$ cat src/ufvl_pkg.sv
// Shared constants for the upwinded flux unit.
// Depends on nothing.
package ufvl_pkg;

    // Default word format: Q16.16.
    localparam int WORD_BITS_DEF = 32;
    localparam int FRAC_BITS_DEF = 16;

    // Quotient bits resolved by each divider stage.
    localparam int DIV_STEPS = 4;

endpackage

$ cat src/ufvl_div.sv
// Pipelined restoring divider for the harmonic mean, with a sideband word.
// Depends on ufvl_pkg for the number of quotient bits per stage.
module ufvl_div #(
    parameter int WORD_BITS = ufvl_pkg::WORD_BITS_DEF,
    parameter int SIDE_BITS = 3 * ufvl_pkg::WORD_BITS_DEF + 4
) (
    input  logic                   clk,
    input  logic                   rst_n,
    input  logic                   adv,
    input  logic                   in_valid,
    input  logic [2*WORD_BITS-1:0] num,
    input  logic [WORD_BITS:0]     den,
    input  logic [SIDE_BITS-1:0]   side_in,
    output logic                   out_valid,
    output logic [WORD_BITS:0]     quot,
    output logic [SIDE_BITS-1:0]   side_out
);
    import ufvl_pkg::*;

    // The quotient never exceeds 2^WORD_BITS, so WORD_BITS+1 bits are resolved.
    localparam int QBITS  = WORD_BITS + 1;
    localparam int NSTAGE = (QBITS + DIV_STEPS - 1) / DIV_STEPS;

    logic [NSTAGE-1:0]    vld_reg;
    logic [WORD_BITS:0]   rem_reg  [NSTAGE];
    logic [WORD_BITS:0]   low_reg  [NSTAGE];
    logic [WORD_BITS:0]   quo_reg  [NSTAGE];
    logic [WORD_BITS:0]   den_reg  [NSTAGE];
    logic [SIDE_BITS-1:0] side_reg [NSTAGE];

    for (genvar k = 0; k < NSTAGE; k++)
    begin : g_stage
        logic                 vld_in;
        logic [WORD_BITS:0]   rem_in, low_in, quo_in, den_in;
        logic [SIDE_BITS-1:0] side_s;
        logic [WORD_BITS:0]   rem_next, low_next, quo_next;

        if (k == 0)
        begin : g_first
            // The top bits of the numerator already lie below the divisor.
            assign vld_in = in_valid;
            assign rem_in = {2'b00, num[2*WORD_BITS-1:WORD_BITS+1]};
            assign low_in = num[WORD_BITS:0];
            assign quo_in = '0;
            assign den_in = den;
            assign side_s = side_in;
        end
        else
        begin : g_rest
            assign vld_in = vld_reg[k-1];
            assign rem_in = rem_reg[k-1];
            assign low_in = low_reg[k-1];
            assign quo_in = quo_reg[k-1];
            assign den_in = den_reg[k-1];
            assign side_s = side_reg[k-1];
        end

        // Up to DIV_STEPS compare-and-subtract steps, one quotient bit each.
        always_comb
        begin
            logic [WORD_BITS+1:0] trial;
            logic [WORD_BITS:0]   rem_v, low_v, quo_v;
            rem_v = rem_in;
            low_v = low_in;
            quo_v = quo_in;
            trial = '0;
            for (int i = 0; i < DIV_STEPS; i++)
            begin
                if (k * DIV_STEPS + i < QBITS)
                begin
                    trial = {rem_v, low_v[WORD_BITS]};
                    low_v = {low_v[WORD_BITS-1:0], 1'b0};
                    if (trial >= {1'b0, den_in})
                    begin
                        trial = trial - {1'b0, den_in};
                        quo_v = {quo_v[WORD_BITS-1:0], 1'b1};
                    end
                    else
                    begin
                        quo_v = {quo_v[WORD_BITS-1:0], 1'b0};
                    end
                    rem_v = trial[WORD_BITS:0];
                end
            end
            rem_next = rem_v;
            low_next = low_v;
            quo_next = quo_v;
        end

        // Stage valid bit.
        always_ff @(posedge clk or negedge rst_n)
        begin
            if (!rst_n)
            begin
                vld_reg[k] <= 1'b0;
            end
            else if (adv)
            begin
                vld_reg[k] <= vld_in;
            end
        end

        // Stage payload.
        always_ff @(posedge clk)
        begin
            if (adv)
            begin
                rem_reg[k]  <= rem_next;
                low_reg[k]  <= low_next;
                quo_reg[k]  <= quo_next;
                den_reg[k]  <= den_in;
                side_reg[k] <= side_s;
            end
        end
    end

    assign out_valid = vld_reg[NSTAGE-1];
    assign quot      = quo_reg[NSTAGE-1];
    assign side_out  = side_reg[NSTAGE-1];

endmodule

$ cat config.mk
export PLATFORM = sky130hd
export DESIGN_NAME = ufvl_div
export DESIGN_NICKNAME = d
export VERILOG_FILES = /design/src/ufvl_pkg.sv /design/src/ufvl_div.sv
export SDC_FILE = /design/constraint.sdc
export NUM_CORES = 2
export LEC_CHECK = 0
export BUFFER_PORTS_ARGS = -buffer_cell sky130_fd_sc_hd__buf_4
export CAP_MARGIN = 10
export CORE_MARGIN = 2
export CORE_UTILIZATION = 41
export CTS_BUF_LIST = sky130_fd_sc_hd__clkbuf_8
export DETAILED_ROUTE_END_ITERATION = 10
export SYNTH_ARGS = -nofsm -noshare
export SYNTH_HDL_FRONTEND = slang
export SYNTH_SLANG_ARGS = --single-unit
$ cat constraint.sdc
create_clock -name clk -period 17.55 [get_ports clk]
set_clock_uncertainty 0.05 [all_clocks]
set_input_delay 3.51 -clock clk [delete_from_list [all_inputs] [get_ports clk]]
set_output_delay 3.51 -clock clk [all_outputs]
set_load 0.02 [all_outputs]
* Word level (Yosys, flattened, before mapping)
Memories as Yosys holds them, arrays and structs flattened. Index checks and enable logic that the tools add are counted.
Cells by class: mux-type cells 68, order comparisons 33, $add $sub $neg 33
Operator list (number):
- 33-bit two-way mux | 33
- 34-bit by 33-bit greater-or-equal comparator with 1-bit output | 32
- 33-bit subtractor | 32
- 1-bit two-way mux | 35
- 32-bit by 33-bit greater-or-equal comparator with 1-bit output | 1
- 32-bit by 33-bit subtractor with 33-bit output | 1
Word-level totals: input bits 201, word-level logic and storage cells 148, output and inout port bits 134, bits in writable memories 2079, memories kept 5, bits in registers 9
Memory list:
- side_reg | depth 9, width 100, rd ports 9, clocked after memory_dff 0, write ports 9, line ufvl_div.sv:29 | logic [SIDE_BITS-1:0] side_reg [NSTAGE];
- den_reg | depth 9, width 33, rd ports 8, clocked after memory_dff 0, write ports 9, line ufvl_div.sv:28 | logic [WORD_BITS:0] den_reg [NSTAGE];
- quo_reg | depth 9, width 33, rd ports 9, clocked after memory_dff 0, write ports 9, line ufvl_div.sv:27 | logic [WORD_BITS:0] quo_reg [NSTAGE];
- rem_reg | depth 9, width 33, rd ports 8, clocked after memory_dff 0, write ports 9, line ufvl_div.sv:25 | logic [WORD_BITS:0] rem_reg [NSTAGE];
- low_reg | depth 9, width 32, rd ports 8, clocked after memory_dff 0, write ports 9, line ufvl_div.sv:26 | logic [WORD_BITS:0] low_reg [NSTAGE];

* Logic depth before layout (Yosys ltp)
An unclocked memory read counts as a cell.
depth after elaboration 9, mapped depth 61

* Worst setup path after synthesis
Ideal clock, no wire load.
path type input -> register, start in den[18], end mem rem_reg[0][10] (netlist bit) (data pin), cell stages on the path 52, setup slack 2164 ps, buffers on the path 7, setup time 262 ps, data required time 17238 ps, arrival 15074 ps, cells stage by stage inv_1 -> ha_1 -> clkbuf_1 -> and4_1 -> and3b_1 -> a32oi_1 -> nand2_1 -> nor3_1 -> nor4_1 -> o21ai_1 -> clkbuf_1 -> mux2_2 -> ha_1 -> nor2b_1 -> o31a_1 -> o211a_1 -> o211a_1 -> a21oi_2 -> [... 16 more ...] -> inv_2 -> clkbuf_1 -> mux2_2 -> ha_1 -> a211oi_1 -> o21bai_1 -> nor2_1 -> o21ai_0 -> and3_1 -> a41oi_1 -> o31ai_1 -> a22o_1 -> o41ai_1 -> o21ai_0 -> a211o_1 -> clkbuf_1 -> buf_2 -> mux2_1
RTL lines:
- start: declaration | line ufvl_div.sv:12 | input logic [WORD_BITS:0] den,
- end: declaration | line ufvl_div.sv:25

==> results.json <==
{
  "synth_edf_count": 1725,
  "r2r_setup_slack_ns": 1.61,
  "syn_avg_cell_area_um2": 10.7,
  "critPathCaptureType": "register",
  "relSlewSlack": 0.285,
  "cts_tree": "done",
  "antenna_found_initial": 9,
  "holdWs_ns": 0.315,
  "reg2reg_from": "den_reg[0][133]$_DFFE_PP_",
  "hold_path.class": "reg -> reg",
  "clock-sinks": 1734,
  "dieArea_mm2": 0.292,
  "place_ws_ns": 1.36,
  "antenna_left": 0,
  "cts-resized-gates": 0,
  "grt_first_pass_wirelength_um": 514000,
  "crit_type": "reg -> reg",
  "synth_area_mm2": 0.118,
  "placed_cells": 15120,
  "drt_first_pass_iters": 8,
  "clock_latency_ns": 1.03,
  "netlist.area_leader.share": 0.438,
  "cts_setup_buffers": 0,
  "finalSetupViolations": 0,
  "postSynthCellCount": 11059,
  "ys_ff_latch": 1734,
  "clock.fmax_ghz": 0.0627,
  "synth_nets": 12380,
  "cp_max_fo": 47,
  "port_buffers": 334,
  "holdPathEnd": "side_reg[0][612]$_DFFE_PP_",
  "cp-startpoint": "den_reg[0][133]$_DFFE_PP_",
  "grt_pass1_vias": 87526,
  "io_pins": 335,
  "hpwl_um": 269000,
  "worstPathRequired_ns": 18.19,
  "maxCapViolCount": 0,
  "setup_ws_ns": 1.61,
  "syn_to_final_growth_pct": 11.5,
  "regToRegEndpoint": "rem_reg[0][176]$_DFFE_PP_",
  "worst_pin_slew_ns": 1.07,
  "reg2reg_depth": 45,
  "worst-path-buf-inv": 5,
  "ys_types": 110,
  "stdcell_count": 15677,
  "cts.hold.buffers_added": 0,
  "period_minus_slack_ns": 15.94,
  "crit_top_cell": "o21ai_0",
  "min_path_cells": 0,
  "avgViaCountPerCell": 5.76,
  "ys.flop_type": "edfxtp_1",
  "hold_start": "side_reg[0][512]$_DFFE_PP_",
  "yosys_warnings": 0,
  "initial_utilization": 0.411,
  "synth_top_cells_by_area": "edfxtp_1 (44%), ha_1 (12%), xnor2_1 (4.4%)",
  "die_h_um": 541,
  "nNetsFinal": 12971,
  "drv_slew": 0,
  "rsz0062_at_grt": "false",
  "crit_cells": 45,
  "grt_max_degree": 156,
  "rows": 197,
  "avgRoutedWirePerCell_um": 21.8,
  "finalHoldViolations": 0,
  "routed_wl_um": 342000,
  "final_layout_size_suffix_gt1_frac": 0.127,
  "cts-root-buf": "clkbuf_8",
  "async_flop_share": 0.00519,
  "period_share": 0.908,
  "vias": 90372,
  "gr-total-overflow": 0,
  "critical_path.top_delay_family": "compound AO/OA/AOI/OAI gates",
  "die_x_um": 541,
  "drcViolationCount": 0,
  "h-tree-depth": 5,
  "coreArea_mm2": 0.287,
  "start_kind": "register",
  "synth_top_area_cell": "edfxtp_1",
  "cts_buffer_depth": 4,
  "grt_usage": 0.225,
  "largest_register_ffs": 900,
  "status": "finished, final reports clean",
  "cts.clk_slew.worst_paths_ns": 0.06,
  "slowest_delay_ns": 0.71,
  "cts_buffers": 309,
  "drtIter0Drc": 7779,
  "gp_congestion": 0.963,
  "crit_path_top_delay_cell": "a221oi_1",
  "ys_seq_area_frac": 0.440,
  "tns_ns": 0,
  "arrival_ns": 16.57
}
## area by class of cell
cell class | count | area, µm²
inverters | 622 | 2330
well taps | 3781 | 4730
clock inverters | 234 | 1620
diodes | 5 | 12.5
clock buffers | 318 | 4380
multi-input cells | 8490 | 62900
repair buffers | 493 | 3770
fillers | 26515 | 156000
flip-flops and latches | 1734 | 52000
## cell families (layout without fill, tap and decap cells)
group,after synthesis,in the layout,synth area share
AOI/OAI and AO/OA,3199,3199,0.174
and+or+nand+nor,2620,2620,0.107
DFF,1734,1734,0.440
adders and majority gates,1120,1120,0.121
xor gates and xnor gates,870,870,0.0645
buffers and inverters,835,1667,0.0277
muxes,681,681,0.0649
other,0,5,0
## synthesized netlist by cell type (178+ instances only)
cell type and count:
nor2_1 687, inv_1 608, xnor2_1 595, mux2_2 449, edfxtp_1 1725, nor3_1 179, ha_1 1088, nand2_1 714
xor2_1 275, o21a_1 178, o21ai_0 652, a21o_1 459, nand3_1 206, a21oi_1 939
## cells in the final DEF (no fill, tap or decap), types with 134 or more instances in the layout
master	Yosys	final
o21a_1	178	178
o21ai_0	652	652
buf_4	13	488
nand4_1	162	162
xor2_1	275	275
xnor2_1	595	595
mux2_2	449	449
nor3_1	179	179
edfxtp_1	1725	1725
clkbuf_8	0	318
ha_1	1088	1088
a21oi_1	939	938
o21bai_1	134	134
inv_1	608	694
nand2_1	714	714
a21o_1	459	459
nor2_1	687	686
nand3_1	206	206
nor2b_1	140	140
## worst reg2reg max path, delay by kind of cell, from the launching register on
family                   cells  cell delay, ns
AO/OA/AOI/OAI               23            6.94
adder cells (fa/ha/maj)      4            1.70
buffers and inverters        5            2.28
flip-flops                   1            0.69
multiplexers                 4            1.84
AND/OR/NAND/NOR              9            2.17
## stage by stage
step                area [µm²]  utilization
floorplan               118000            -
detailed placement      126000        0.438
finish                  132000        0.458
CTS                     132000        0.458
global placement        126000        0.438
global route            132000        0.458
## worst max path at each step
| stage | end | slack, ns |
|---|---|---|
| floorplan | rem_reg[0][10]$_DFFE_PP_ | 2.16 |
| global placement | rem_reg[0][4]$_DFFE_PP_ | 1.36 |
| detailed placement | rem_reg[0][16]$_DFFE_PP_ | 1.36 |
| CTS | rem_reg[0][60]$_DFFE_PP_ | 1.99 |
| global route | rem_reg[0][101]$_DFFE_PP_ | 1.00 |
| finish | rem_reg[0][176]$_DFFE_PP_ | 1.61 |
## metal layers
metal / track usage / wire (µm)
met1: 0.309 / 155000
met2: 0.351 / 150000
met3: 0.0296 / 19600
met4: 0.105 / 16900
met5: 0 / 37
Power is not shown: default switching activity piles up to over one toggle a cycle in this logic, so the estimate is an artifact.
