## config.mk

```make
export PLATFORM = sky130hd
export DESIGN_NAME = ufvl_back
export DESIGN_NICKNAME = d
export VERILOG_FILES = /design/src/ufvl_pkg.sv /design/src/ufvl_back.sv
export SDC_FILE = /design/constraint.sdc
export NUM_CORES = 2
export LEC_CHECK = 0
export BUFFER_PORTS_ARGS = -buffer_cell sky130_fd_sc_hd__buf_2
export CAP_MARGIN = 20
export CORE_AREA = 2 2 327 329
export DETAILED_ROUTE_END_ITERATION = 7
export DIE_AREA = 0 0 329 331
export PLACE_DENSITY = 0.68
export SLEW_MARGIN = 20
export SYNTH_ARGS = -nofsm -noshare
export SYNTH_HDL_FRONTEND = slang
export SYNTH_SLANG_ARGS = --single-unit
export TNS_END_PERCENT = 50
```

## constraint.sdc

```tcl
create_clock -name clk -period 4.3 [get_ports clk]
set_input_delay 0.86 -clock clk [delete_from_list [all_inputs] [get_ports clk]]
set_output_delay 0.86 -clock clk [all_outputs]
set_load 0.01 [all_outputs]
```

## src/ufvl_pkg.sv

```systemverilog
// Shared constants for the upwinded flux unit.
// Depends on nothing.
package ufvl_pkg;

    // Default word format: Q16.16.
    localparam int WORD_BITS_DEF = 32;
    localparam int FRAC_BITS_DEF = 16;

    // Quotient bits resolved by each divider stage.
    localparam int DIV_STEPS = 4;

endpackage

```

## src/ufvl_back.sv

```systemverilog
// Term product, scaling with term clipping, and saturating flux add.
// Depends on ufvl_pkg; three register stages, the last being the output word.
module ufvl_back #(
    parameter int WORD_BITS = ufvl_pkg::WORD_BITS_DEF,
    parameter int FRAC_BITS = ufvl_pkg::FRAC_BITS_DEF
) (
    input  logic                        clk,
    input  logic                        rst_n,
    input  logic                        adv,
    input  logic                        in_valid,
    input  logic [WORD_BITS:0]          quot,
    input  logic                        func,
    input  logic signed [WORD_BITS-1:0] steer,
    input  logic signed [WORD_BITS:0]   sum,
    input  logic                        hneg,
    input  logic                        hvalid,
    input  logic signed [WORD_BITS-1:0] prior,
    output logic                        out_valid,
    output logic signed [WORD_BITS-1:0] flux,
    output logic                        sat
);
    import ufvl_pkg::*;

    localparam logic [WORD_BITS-1:0] WMAX = {1'b0, {(WORD_BITS-1){1'b1}}};
    localparam logic [WORD_BITS-1:0] WMIN = {1'b1, {(WORD_BITS-1){1'b0}}};

    logic signed [WORD_BITS+1:0]   qext, op_c;
    logic signed [2*WORD_BITS+1:0] prod_next, prod_reg, sh_c;
    logic [WORD_BITS+2:0]          hi_c;
    logic [WORD_BITS-1:0]          term_next, term_reg;
    logic                          tsat_next, tsat_reg;
    logic signed [WORD_BITS:0]     add_c;
    logic [WORD_BITS-1:0]          flux_next, flux_reg;
    logic                          sat_next, sat_reg;
    logic                          c_vld_reg, d_vld_reg, e_vld_reg;
    logic                          c_func_reg;
    logic signed [WORD_BITS-1:0]   c_prior_reg, d_prior_reg;

    // Multiplier operand: the neighbour sum, or the signed harmonic mean, zero when it is not valid.
    always_comb
    begin
        qext = $signed({1'b0, quot});
        if (func)
        begin
            if (hvalid)
            begin
                op_c = hneg ? -qext : qext;
            end
            else
            begin
                op_c = '0;
            end
        end
        else
        begin
            op_c = {sum[WORD_BITS], sum};
        end
        prod_next = steer * op_c;
    end

    // Floor scaling, then clip the term to the word range.
    always_comb
    begin
        sh_c = c_func_reg ? (prod_reg >>> FRAC_BITS) : (prod_reg >>> (FRAC_BITS + 1));
        hi_c = sh_c[2*WORD_BITS+1:WORD_BITS-1];
        if ((&hi_c) || !(|hi_c))
        begin
            term_next = sh_c[WORD_BITS-1:0];
            tsat_next = 1'b0;
        end
        else
        begin
            term_next = sh_c[2*WORD_BITS+1] ? WMIN : WMAX;
            tsat_next = 1'b1;
        end
    end

    // Add the term to the prior flux and saturate.
    always_comb
    begin
        add_c = {d_prior_reg[WORD_BITS-1], d_prior_reg} + {term_reg[WORD_BITS-1], term_reg};
        if (add_c[WORD_BITS] != add_c[WORD_BITS-1])
        begin
            flux_next = add_c[WORD_BITS] ? WMIN : WMAX;
            sat_next  = 1'b1;
        end
        else
        begin
            flux_next = add_c[WORD_BITS-1:0];
            sat_next  = tsat_reg;
        end
    end

    // Valid bits of the three stages.
    always_ff @(posedge clk or negedge rst_n)
    begin
        if (!rst_n)
        begin
            c_vld_reg <= 1'b0;
            d_vld_reg <= 1'b0;
            e_vld_reg <= 1'b0;
        end
        else if (adv)
        begin
            c_vld_reg <= in_valid;
            d_vld_reg <= c_vld_reg;
            e_vld_reg <= d_vld_reg;
        end
    end

    // Payload of the three stages.
    always_ff @(posedge clk)
    begin
        if (adv)
        begin
            prod_reg    <= prod_next;
            c_func_reg  <= func;
            c_prior_reg <= prior;
            term_reg    <= term_next;
            tsat_reg    <= tsat_next;
            d_prior_reg <= c_prior_reg;
            flux_reg    <= flux_next;
            sat_reg     <= sat_next;
        end
    end

    assign out_valid = e_vld_reg;
    assign flux      = flux_reg;
    assign sat       = sat_reg;

endmodule

```

======== Yosys cells after proc, flatten, opt, wreduce, memory -nomap -nowiden ========
Cells that the tools add are included.
storage, ports and cells
  register bits after elaboration ......... 200
  input port bits ......................... 137
  output and inout bits ................... 34
operators by class
  add/subtract/negate cells ............... 2
  multipliers ............................. 1
  eq/ne operators ......................... 1
  multiplexer cells ....................... 9
  reduce and logical (&&, ||, !) cells .... 4
operator list
  cell               count
  $mux 32            4
  $mux 34            3
  $mul 32x34->66     1
  $mux 49            1
  $reduce_and 35->1  1
  $reduce_or 35->1   1
  $neg 33->34        1
  $add 32x32->33     1
  $logic_not 1->1    1
  $logic_or 1x1->1   1
  $mux 1             1
  $ne 1x1->1         1

======== Depth between registers and ports, before layout ========
  word-level depth ........................ 5
  gate-level depth with buffers ........... 35

======== Worst setup path after synthesis ========
OpenSTA, ideal clock, no wires.
  kind .................................... input to register
  from .................................... input port quot[4]
  to ...................................... register prod_reg[65] (data pin)
  library setup time ...................... 261 ps
  arrival ................................. 10,657 ps
  required time ........................... 4,039 ps
  slack ................................... -6,618 ps
  stages .................................. 29
  buffers on the path ..................... 3
  path through ............................ or3_4 or4_4 or4_4 or2_1 or3_4 or3_1 a41o_1 buf_6 buf_6 nand2_1 fa_1 fa_1 fa_1 fa_1 inv_1 fa_1 fa_1 fa_1 fa_1 ha_1 clkbuf_1 and3_1 nand2_1 nor4b_1 a221oi_1 o21a_1 a21boi_0 nor4_1 a311o_1
on the way
  longest elaborated chain between the ends .. 5
RTL lines
  item                  line              text
  start, declared       ufvl_back.sv:11   input logic [WORD_BITS:0] quot,
  $neg 33->34           ufvl_back.sv:47   op_c = hneg ? -qext : qext;
  $mux 34 (*)           ufvl_back.sv:47
  $mux 34 (*)           ufvl_back.sv:45   if (hvalid)
  $mux 34 (*)           ufvl_back.sv:43   if (func)
  $mul 32x34->66 (*)    ufvl_back.sv:58   prod_next = steer * op_c;
  net prod_next[65]     ufvl_back.sv:28   logic signed [2*WORD_BITS+1:0] prod_next, prod_reg, sh_c;
  end signal, assigned  ufvl_back.sv:116  prod_reg <= prod_next;
  end, declared         ufvl_back.sv:28
The timed path passes the listed nets; every way through them passes the cells marked *.
A chain may end at the register's enable or synchronous reset.

======== Worst setup path after layout ========
Same ends and word-level chain as after synthesis.

==> impl_metrics.py <==
metrics = {
    "place": {
        "port_buffers": 170,
        "dpl_worst_slack_ns": -6.46,
        "dp_cells": 6751,
        "place_hpwl_mm": 109,
        "place_congestion": 0.931,
        "postPlaceCellArea_um2": 54400,
    },
    "synth": {
        "yosysMostFrequentCell": "fa_1",
        "synth_edf_count": 181,
        "synth_mux_area_frac": 0.00750,
        "synth_top_area_cell": "fa_1",
        "syn-num-nets": 6336,
        "ys_types": 72,
        "yosys.area_share.simple": 0.144,
        "synth.avg_cell_area_um2": 9.75,
        "synth.cell_area_um2": 47200,
        "synthArstFlopShare": 0.0163,
        "synthTopCellsByArea": "fa_1, edfxtp_1, inv_1, and2_1, ha_1",
        "synth.top_cell.area_share": 0.485,
        "yosys.area_share.xor_xnor": 0.0225,
        "yosysSeqAreaShare": 0.117,
        "synth_top_flop_cell": "edfxtp_1",
        "synthCells": 4840,
        "synthAdderAreaFrac": 0.544,
        "ys_warn_count": 0,
        "synth_top_family_by_area": "adder cells",
        "ys_seq_elements": 184,
        "synthTopCellsByCount": "fa_1, inv_1, and2_1, nand2_1, clkbuf_1",
        "synth_compound_gate_area_share": 0.0548,
    },
    "detailed_routing": {
        "firstDrtPassIters": 6,
        "wl_mm": 127,
        "drc": 0,
        "vias_per_cell": 5.10,
        "ant_nets": 0,
        "wl_per_cell_um": 18.7,
        "vias": 34809,
        "drt-initial-drc-count": 1838,
    },
    "grt": {
        "busiest_layer": "met2",
        "grt_usage": 0.243,
        "antenna_found_initial": 6,
        "grt-ovfl-total": 0,
        "grtUsageMet3": 0.0268,
        "grt_max_degree": 86,
        "grt_use_met1": 0.308,
        "first_global_vias": 38775,
        "grt_pass1_wl_mm": 207,
        "grtUsageMet2": 0.435,
    },
    "cts": {
        "cts_num_sinks": 184,
        "htreeDepth": 4,
        "clkTransAtPathRegs_ns": 0.08,
        "root_buffer": "clkbuf_16",
        "clk_path_buf_depth": 2,
        "cts_tree": "yes",
        "clk_latency_ns": 0.45,
        "cts_buffers": 17,
        "ctsHoldBuffers": 0,
    },
    "timing": {
        "relSlewSlack": 0.359,
        "fin_ws_ns": -5.74,
        "hold_viol": 0,
        "fin_crit_sh": 2.33,
        "worstMarginPinSlew_ns": 0.962,
        "max_freq_ghz": 0.0996,
        "min_period_ns": 10.04,
        "fin_skew_ns": 0.0121,
        "drv_slew": 0,
        "rsz0062_at_grt": "yes",
        "setup-violations-final": 50,
    },
    "critical_path": {
        "crit_fanout": 15,
        "critical_path_arrival_ns": 10.23,
        "start_kind": "input port",
        "crit_top_cell": "fa_1",
        "cp-end-kind": "flop",
        "slowest_delay_ns": 0.60,
        "criticalPathCategory": "input port to flop",
        "crit_path_top_delay_cell": "fa_2",
        "required_ns": 4.50,
    },
    "cells_and_area": {
        "fin_util": 0.541,
        "largest_reg_flops": 50,
        "fin_cells": 6826,
        "design_area_um2": 56700,
        "drive_gt1_frac": 0.206,
        "fill_cells": 9120,
        "areaGrowthSynthToFinish_pct": 20.2,
        "nNetsFinal": 6915,
    },
    "floorplan": {
        "die_y_um": 331,
        "core_area_um2": 105000,
        "die_w_um": 329,
        "row_count": 119,
        "boundaryPins": 171,
        "start_util": 0.450,
        "fp.dieArea_um2": 109000,
    },
    "worst_hold_path": {
        "hp-class": "input port to asynchronous set/reset pin",
    },
    "run_status": {
        "status": "complete, but fails checks",
        "violations": "setup timing",
    },
    "flow_run": {
        "maxCapViolations": 0,
    },
}
what timing repair did:
item | in CTS | in global routing
pin swaps | 70 | 53
gates cloned | 2 | 0
resized for setup | 183 | 101
endpoints found under the setup margin | 50 | 51
buffers inserted | 24 | 16
critical path, delay by kind of cell:
kind | cells | cell delay, ns
adders and majority gates | 9 | 4.28
and+or+nand+nor | 7 | 2.47
AOI/OAI and AO/OA | 9 | 1.46
buffers and inverters | 8 | 0.90
xor gates and xnor gates | 1 | 0.23
per-stage QoR:
stage / hold slack [ns] / TNS, ns
after global placement: 0.403 / -293.85
final: 0.194 / -260.75
after detailed placement: 0.405 / -296.44
after global routing: 0.170 / -273.80
after CTS: 0.165 / -257.91
after floorplan: 0.400 / -257.27
cell families after synthesis:
family / Yosys count
adders and majority gates: 1369
AOI/OAI and AO/OA: 406
DFF: 184
and+or+nand+nor: 1340
xor gates and xnor gates: 121
muxes: 35
buffers and inverters: 1385
final timing paths:
path | startpoint | to | cells after the start | slack, ns
min in group clk | c_prior_reg[23]$_DFFE_PP_ | d_prior_reg[23]$_DFFE_PP_ | 0 | 0.42
setup / recovery | quot[4] | prod_reg[65]$_DFFE_PP_ | 34 | -5.74
setup reg to reg | d_prior_reg[3]$_DFFE_PP_ | flux[16]$_DFFE_PP_ | 12 | 0.43
max in group asynchronous | rst_n | c_vld_reg$_DFFE_PN0P_ | 1 | 4.00
hold reg to reg | c_prior_reg[23]$_DFFE_PP_ | d_prior_reg[23]$_DFFE_PP_ | 0 | 0.42
hold / removal | rst_n | d_vld_reg$_DFFE_PN0P_ | 1 | 0.19
layer usage:
metal | part of all wire | up-vias | routed length [um]
met4 | 0.037 | 2 | 4710
met5 | 0.00016 | - | 20
met1 | 0.40 | 18030 | 51300
met2 | 0.51 | 990 | 65000
li1 | - | 15554 | -
met3 | 0.050 | 233 | 6320
cells in the final DEF (no fill, tap or decap), types with 10 or more instances in the layout:
master     count
clkbuf_16     17
mux2i_1       32
nor3_1        11
and3_1        11
nand4_1       23
fa_2          30
a21o_1        41
ha_4          33
a21oi_1       98
o22ai_2       26
maj3_1        10
o21ai_0       40
xnor2_1       56
fa_1        1113
o31ai_1       11
and2_1       566
o21bai_1      17
xor2_1        55
a21oi_2       33
nor2_1        66
nand3_1       22
inv_2         17
edfxtp_1     181
nand2_1      545
buf_2        167
buf_12        56
o21ai_1       22
buf_6         35
ha_1         181
buf_4        548
nand2_2       11
inv_1       1116
area by class of cell:
class	instances	area, um2	area share
multi-input cells	3273	38100	0.671
repair buffers	807	6480	0.114
flip-flops and latches	184	5510	0.0971
inverters	1136	4280	0.0753
well taps	1391	1740	0.0307
clock buffers	17	425	0.00750
clock inverters	15	209	0.00368
diodes	3	7.51	0.000132
Power is not shown: default switching activity piles up to over one toggle a cycle in this logic, so the estimate is an artifact.
