--- config.mk ---
export PLATFORM = sky130hd
export DESIGN_NAME = ufvl_front
export DESIGN_NICKNAME = d
export VERILOG_FILES = /design/src/ufvl_pkg.sv /design/src/ufvl_front.sv
export SDC_FILE = /design/constraint.sdc
export NUM_CORES = 2
export LEC_CHECK = 0
export ABC_AREA = 1
export BUFFER_PORTS_ARGS = -buffer_cell sky130_fd_sc_hd__buf_2
export CAP_MARGIN = 10
export CORE_MARGIN = 2
export CORE_UTILIZATION = 35
export DETAILED_ROUTE_END_ITERATION = 8
export HOLD_SLACK_MARGIN = 0.1
export PLACE_DENSITY = 0.5
export SLEW_MARGIN = 30
export SYNTH_ARGS = -nofsm -noshare
export SYNTH_HDL_FRONTEND = slang
export SYNTH_SLANG_ARGS = --single-unit
--- constraint.sdc ---
create_clock -name clk -period 17 [get_ports clk]
set_clock_uncertainty 0.2 [all_clocks]
set_input_delay 4.25 -clock clk [delete_from_list [all_inputs] [get_ports clk]]
set_output_delay 4.25 -clock clk [all_outputs]
set_load 0.005 [all_outputs]
--- src/ufvl_pkg.sv ---
// Shared constants for the upwinded flux unit.
// Depends on nothing.
package ufvl_pkg;

    // Default word format: Q16.16.
    localparam int WORD_BITS_DEF = 32;
    localparam int FRAC_BITS_DEF = 16;

    // Quotient bits resolved by each divider stage.
    localparam int DIV_STEPS = 4;

endpackage

--- src/ufvl_front.sv ---
// Operand decode and magnitude product for the upwinded flux unit.
// Depends on ufvl_pkg; two register stages.
module ufvl_front #(
    parameter int WORD_BITS = ufvl_pkg::WORD_BITS_DEF
) (
    input  logic                        clk,
    input  logic                        rst_n,
    input  logic                        adv,
    input  logic                        in_valid,
    input  logic                        func,
    input  logic signed [WORD_BITS-1:0] steer,
    input  logic signed [WORD_BITS-1:0] centre_operand,
    input  logic signed [WORD_BITS-1:0] minus_operand,
    input  logic signed [WORD_BITS-1:0] plus_operand,
    input  logic signed [WORD_BITS-1:0] prior_flux,
    output logic                        out_valid,
    output logic [2*WORD_BITS-1:0]      num,
    output logic [WORD_BITS:0]          den,
    output logic                        func_q,
    output logic signed [WORD_BITS-1:0] steer_q,
    output logic signed [WORD_BITS:0]   sum_q,
    output logic                        hneg_q,
    output logic                        hvalid_q,
    output logic signed [WORD_BITS-1:0] prior_q
);
    import ufvl_pkg::*;

    logic signed [WORD_BITS-1:0] nsel;
    logic [WORD_BITS-1:0]        cmag_next, nmag_next;
    logic signed [WORD_BITS:0]   sum_next;
    logic [WORD_BITS:0]          den_next;
    logic                        hv_next;

    logic                        a_vld_reg, b_vld_reg;
    logic [WORD_BITS-1:0]        cmag_reg, nmag_reg;
    logic signed [WORD_BITS:0]   a_sum_reg, b_sum_reg;
    logic [WORD_BITS:0]          a_den_reg, b_den_reg;
    logic                        a_func_reg, b_func_reg;
    logic signed [WORD_BITS-1:0] a_steer_reg, b_steer_reg;
    logic signed [WORD_BITS-1:0] a_prior_reg, b_prior_reg;
    logic                        a_hneg_reg, b_hneg_reg;
    logic                        a_hv_reg, b_hv_reg;
    logic [2*WORD_BITS-1:0]      prod_c;
    logic [2*WORD_BITS-1:0]      num_reg;

    // Pick the upwind neighbour and take magnitudes, sum and divisor.
    always_comb
    begin
        nsel      = steer[WORD_BITS-1] ? plus_operand : minus_operand;
        cmag_next = centre_operand[WORD_BITS-1] ? (~centre_operand + 1'b1) : centre_operand;
        nmag_next = nsel[WORD_BITS-1] ? (~nsel + 1'b1) : nsel;
        sum_next  = {centre_operand[WORD_BITS-1], centre_operand} + {nsel[WORD_BITS-1], nsel};
        den_next  = {1'b0, cmag_next} + {1'b0, nmag_next};
        hv_next   = (centre_operand != '0) && (nsel != '0)
                    && (centre_operand[WORD_BITS-1] == nsel[WORD_BITS-1]);
    end

    // The product of the magnitudes, doubled, is the harmonic numerator.
    assign prod_c = cmag_reg * nmag_reg;

    // Valid bits of both stages.
    always_ff @(posedge clk or negedge rst_n)
    begin
        if (!rst_n)
        begin
            a_vld_reg <= 1'b0;
            b_vld_reg <= 1'b0;
        end
        else if (adv)
        begin
            a_vld_reg <= in_valid;
            b_vld_reg <= a_vld_reg;
        end
    end

    // Payload of both stages.
    always_ff @(posedge clk)
    begin
        if (adv)
        begin
            cmag_reg    <= cmag_next;
            nmag_reg    <= nmag_next;
            a_sum_reg   <= sum_next;
            a_den_reg   <= den_next;
            a_func_reg  <= func;
            a_steer_reg <= steer;
            a_prior_reg <= prior_flux;
            a_hneg_reg  <= centre_operand[WORD_BITS-1];
            a_hv_reg    <= hv_next;

            num_reg     <= {prod_c[2*WORD_BITS-2:0], 1'b0};
            b_sum_reg   <= a_sum_reg;
            b_den_reg   <= a_den_reg;
            b_func_reg  <= a_func_reg;
            b_steer_reg <= a_steer_reg;
            b_prior_reg <= a_prior_reg;
            b_hneg_reg  <= a_hneg_reg;
            b_hv_reg    <= a_hv_reg;
        end
    end

    assign out_valid = b_vld_reg;
    assign num       = num_reg;
    assign den       = b_den_reg;
    assign func_q    = b_func_reg;
    assign steer_q   = b_steer_reg;
    assign sum_q     = b_sum_reg;
    assign hneg_q    = b_hneg_reg;
    assign hvalid_q  = b_hv_reg;
    assign prior_q   = b_prior_reg;

endmodule

# Yosys cells after proc, flatten, opt, wreduce, memory -nomap -nowiden
# Cells that the tools add are included.
[totals]
ff_bits = 395
inputBits = 165
[classes]
n_addsub = 4
multipliers = 1
eq_ne = 1
mux = 3
n_bitwise = 2
n_reduce_logical = 4
[op_table]
columns = ["operator", "count"]
rows = [
  ["32-bit two-way mux", 3],
  ["32-bit by 32-bit adder with 33-bit output", 2],
  ["32-bit by 1-bit adder with 32-bit output (second input constant)", 2],
  ["32-bit NOT", 2],
  ["32-bit nonzero test", 2],
  ["32-bit by 32-bit multiplier with 63-bit output", 1],
  ["1-bit logical AND", 2],
  ["1-bit == test", 1],
]

# Logic depth before layout (Yosys ltp)
[logic_depth]
word_depth = 5
depth_mapped = 30

# Worst setup path before layout
# Ideal clock, no wire load.
[synth_path]
kind = "in2reg"
from = "in steer[31]"
to = "reg a_den_reg[31] (data pin)"
setup_time_ns = 0.252
t_arrival_ns = 6.678
t_required_ns = 16.548
setup_slack_ns = 9.869
path_stages = 20
path_buffers = 1
path_cell_list = "buf_6 -> nand2_1 -> o21ai_2 -> ha_1 -> inv_1 -> nor2_1 -> nand2_1 -> nor2_4 -> xor2_1 -> a21oi_1 -> ha_1 -> nand2_1 -> nor2_1 -> inv_1 -> nor3_1 -> nand2_1 -> nand2_1 -> nand3_1 -> nand3_1 -> nand2_1"
[synth_via]
elab_chain_len = 5
[synth_rtl]
columns = ["element", "line_no", "text"]
rows = [
  ["start: declaration", "ufvl_front.sv:11", "input logic signed [WORD_BITS-1:0] steer,"],
  ["32-bit two-way mux (*)", "ufvl_front.sv:49", "nsel = steer[WORD_BITS-1] ? plus_operand : minus_operand;"],
  ["32-bit NOT", "ufvl_front.sv:51", "nmag_next = nsel[WORD_BITS-1] ? (~nsel + 1'b1) : nsel;"],
  ["32-bit by 1-bit adder with 32-bit output", "ufvl_front.sv:51", ""],
  ["32-bit two-way mux (*)", "ufvl_front.sv:51", ""],
  ["named net nmag_next[14]", "ufvl_front.sv:29", "logic [WORD_BITS-1:0] cmag_next, nmag_next;"],
  ["32-bit by 32-bit adder with 33-bit output (*)", "ufvl_front.sv:53", "den_next = {1'b0, cmag_next} + {1'b0, nmag_next};"],
  ["named net den_next[31]", "ufvl_front.sv:31", "logic [WORD_BITS:0] den_next;"],
  ["end signal: assignment", "ufvl_front.sv:84", "a_den_reg <= den_next;"],
  ["end: declaration", "ufvl_front.sv:37", "logic [WORD_BITS:0] a_den_reg, b_den_reg;"],
]
# The timed path passes the listed nets; every way through them passes the cells marked *.
# A chain may end at the register's enable or synchronous reset.

# Worst setup path after layout
# Same ends and word-level chain as after synthesis.

==> results.sh <==
export IMPL_status="finished clean"
export IMPL_gp_congestion=0.918
export IMPL_core_um2=154000
export IMPL_met2_usage_pct=36.2
export IMPL_ant_nets=0
export IMPL_antenna_found_initial=4
export IMPL_grt_busiest_layer="met2"
export IMPL_synth_flop_cell="edfxtp_1"
export IMPL_synth_edf_count=391
export IMPL_overflow=0
export IMPL_cts_resized=0
export IMPL_syn_area_per_cell_um2=8.15
export IMPL_synth_yosys_seq_area_share_pct=21.7
export IMPL_nNetsFinal=8326
export IMPL_max_slew_worst_pin_slew_ns=1.04
export IMPL_cts_root_buf="clkbuf_16"
export IMPL_tns_ns=0
export IMPL_wirelength_mm=172
export IMPL_drc=0
export IMPL_clock_sinks=393
export IMPL_syn_num_nets=8060
export IMPL_final_max_slew_viol_count=0
export IMPL_preCtsSetupSlack_ns=8.20
export IMPL_dr_pass1_iters=7
export IMPL_drive_above_1_share_pct=7.88
export IMPL_cts_buffers=45
export IMPL_io_buffers=361
export IMPL_async_reset_ff_share_pct=0.509
export IMPL_critPathMaxStageDelay_ns=0.44
export IMPL_grt_pass1_wl_mm=267
export IMPL_timing_fmax_ghz=0.122
export IMPL_period_needed_ns=8.17
export IMPL_drv_cap=0
export IMPL_tritoncts="built"
export IMPL_clock_latency_ns=0.62
export IMPL_placedInstanceArea_um2=58400
export IMPL_path_cells="buf_2 > buf_4 > inv_2 > nand2_1 > nand2_1 > inv_1 > ha_1 > inv_1 > nor2_1 > nand2_1 > nor2_4 > xor2_1 > a21oi_1 > ha_1 > nand2_1 > nor2_1 > inv_1 > nor3_1 > nand2_1 > nand2_1 > nand3_1 > nand3_1 > nand2_1"
export IMPL_wl_per_cell_um=19.1
export IMPL_post_route_util_pct=38.8
export IMPL_ys_warn_count=0
export IMPL_grtUsageMet3_pct=2.70
export IMPL_rsz0062_at_grt="false"
export IMPL_die_w_um=398
export IMPL_placementRows=144
export IMPL_die_area_um2=159000
export IMPL_grt_use_met1_pct=31.1
export IMPL_end_kind="flop"
export IMPL_routed_via_count=42000
export IMPL_synth_distinct_cells=43
export IMPL_ios=363
export IMPL_grt_max_degree=161
export IMPL_max_slew_margin_rel_pct=30.3
export IMPL_crit_arrival_ns=8.33
export IMPL_crit_slowest_cell="buf_4"
export IMPL_finalInstanceArea_um2=59900
export IMPL_grt_pass1_vias=44500
export IMPL_cts_setup_buffers=0
export IMPL_layout_setup_ws_ns=8.83
export IMPL_start_util_pct=35.3
export IMPL_critPathMaxFanout=50
export IMPL_cts_hold_buf=0
export IMPL_vias_per_cell=4.66
export IMPL_setup_viol=0
export IMPL_hold_viol_final=0
export IMPL_grtUsageTotal_pct=22.2
export IMPL_h_tree_depth=2
export IMPL_crit_required_ns=17.16
export IMPL_hold_path_class="flop to flop"
export IMPL_path_class="input pin to flop"
export IMPL_syn_cell_area_um2=54400
export IMPL_cp_common_cell="nand2_1"
export IMPL_die_y_um=398
export IMPL_ys_ff_latch=393
export IMPL_post_dp_hpwl_mm=138
export IMPL_synth_largest_area_cell="fa_1"
export IMPL_clk_pin_slew_worst_paths_ns=0.06
export IMPL_synthToLayoutAreaGrowth_pct=10.1
export IMPL_cts_path_max_buffers=3
export IMPL_min_period_over_period_pct=48.0
export IMPL_drt_iter0_markers=2819
export IMPL_start_kind="input pin"
export IMPL_synth_top_area_share_pct=33.0
export IMPL_synth_area_leaders="fa_1 33%, edfxtp_1 22%, nand2_1 14%"
export IMPL_largest_reg_flops=63
export IMPL_synth_cells=6676
-- per-stage QoR --
step / cells / hold slack (ns)
2_1_floorplan: 6676 / 0.200
3_3_place_gp: 8939 / 0.200
3_5_place_dp: 8939 / 0.205
4_1_cts: 9021 / 0.214
5_1_grt: 9023 / 0.219
6_report: 9024 / 0.214
-- metal layers --
| layer | share of wire (%) | up-vias |
|---|---|---|
| li1 | - | 19800 |
| met1 | 46 | 20900 |
| met2 | 46 | 1147 |
| met3 | 5.4 | 193 |
| met4 | 2.7 | 0 |
| met5 | 0 | - |
-- layout make-up --
class	instances	area, µm²
Sequential cell	393	11800
Timing Repair Buffer	430	2350
Tap cell	2044	2560
Clock buffer	57	1210
Multi-Input combinational cell	4133	34500
Inverter	1939	7280
Clock inverter	25	223
Fill cell	16100	94300
Antenna cell	3	7.51
-- critical path, delay by kind of cell --
| kind | cells | cell delay, ns |
|---|---|---|
| fa+ha+maj | 2 | 0.70 |
| buf+inv | 6 | 1.18 |
| xor+xnor | 1 | 0.15 |
| simple gates | 13 | 1.90 |
| compound gates | 1 | 0.11 |
-- cells by family after synthesis --
group | after synthesis | synth area share, %
buffers and inverters | 2150 | 14.9
AO/OA/AOI/OAI | 256 | 2.58
flip-flops | 393 | 21.7
other | 1 | 0.00689
AND/OR/NAND/NOR | 2539 | 18.5
adder cells (fa/ha/maj) | 1219 | 40.4
XOR/XNOR | 118 | 1.90
-- Yosys cell counts, types with 4 or more instances --
cell type / count
nor2_1: 271
nand3_1: 150
a21boi_0: 5
xnor2_1: 21
o21ai_1: 11
nor4_1: 8
buf_6: 6
o21ai_0: 66
clkbuf_1: 199
fa_1: 897
ha_1: 322
nor3_1: 25
o21a_1: 8
o21bai_1: 18
a21o_1: 5
nand4_1: 45
or2_2: 4
nand2_2: 19
inv_1: 1923
and3_1: 5
nand2_1: 1987
xor2_1: 97
a21oi_1: 132
inv_2: 13
edfxtp_1: 391
nor2_2: 13
o21ai_2: 5
-- worst paths after layout --
kind | from | endpoint | slack (ns) | depth (start not counted)
min in group asynchronous | rst_n | out_valid | 3.22 | 1
max reg2reg | cmag_reg[21] | num[62] | 9.13 | 25
min reg2reg | a_steer_reg[26] | steer_q[26] | 0.21 | 0
max | steer[31] | a_den_reg[31] | 8.83 | 23
max in group asynchronous | rst_n | a_vld_reg | 13.29 | 1
min | a_steer_reg[26] | steer_q[26] | 0.21 | 0
-- layout by cell type, fill, tap and decap left out, drive strengths merged, types with 4 or more instances in the layout --
cell type     n
clkbuf       57
nor3         25
a21boi        5
nor2        287
nand3       150
nand4        45
buf         430
xnor2        21
edfxtp      391
fa          897
o21ai        82
o21a          8
nor4          9
xor2         97
or2           4
ha          322
a21oi       132
and3          5
o21bai       18
a21o          5
inv        1938
clkinv       21
nand2      2007
Power is not shown: default switching activity piles up to over one toggle a cycle in this logic, so the estimate is an artifact.
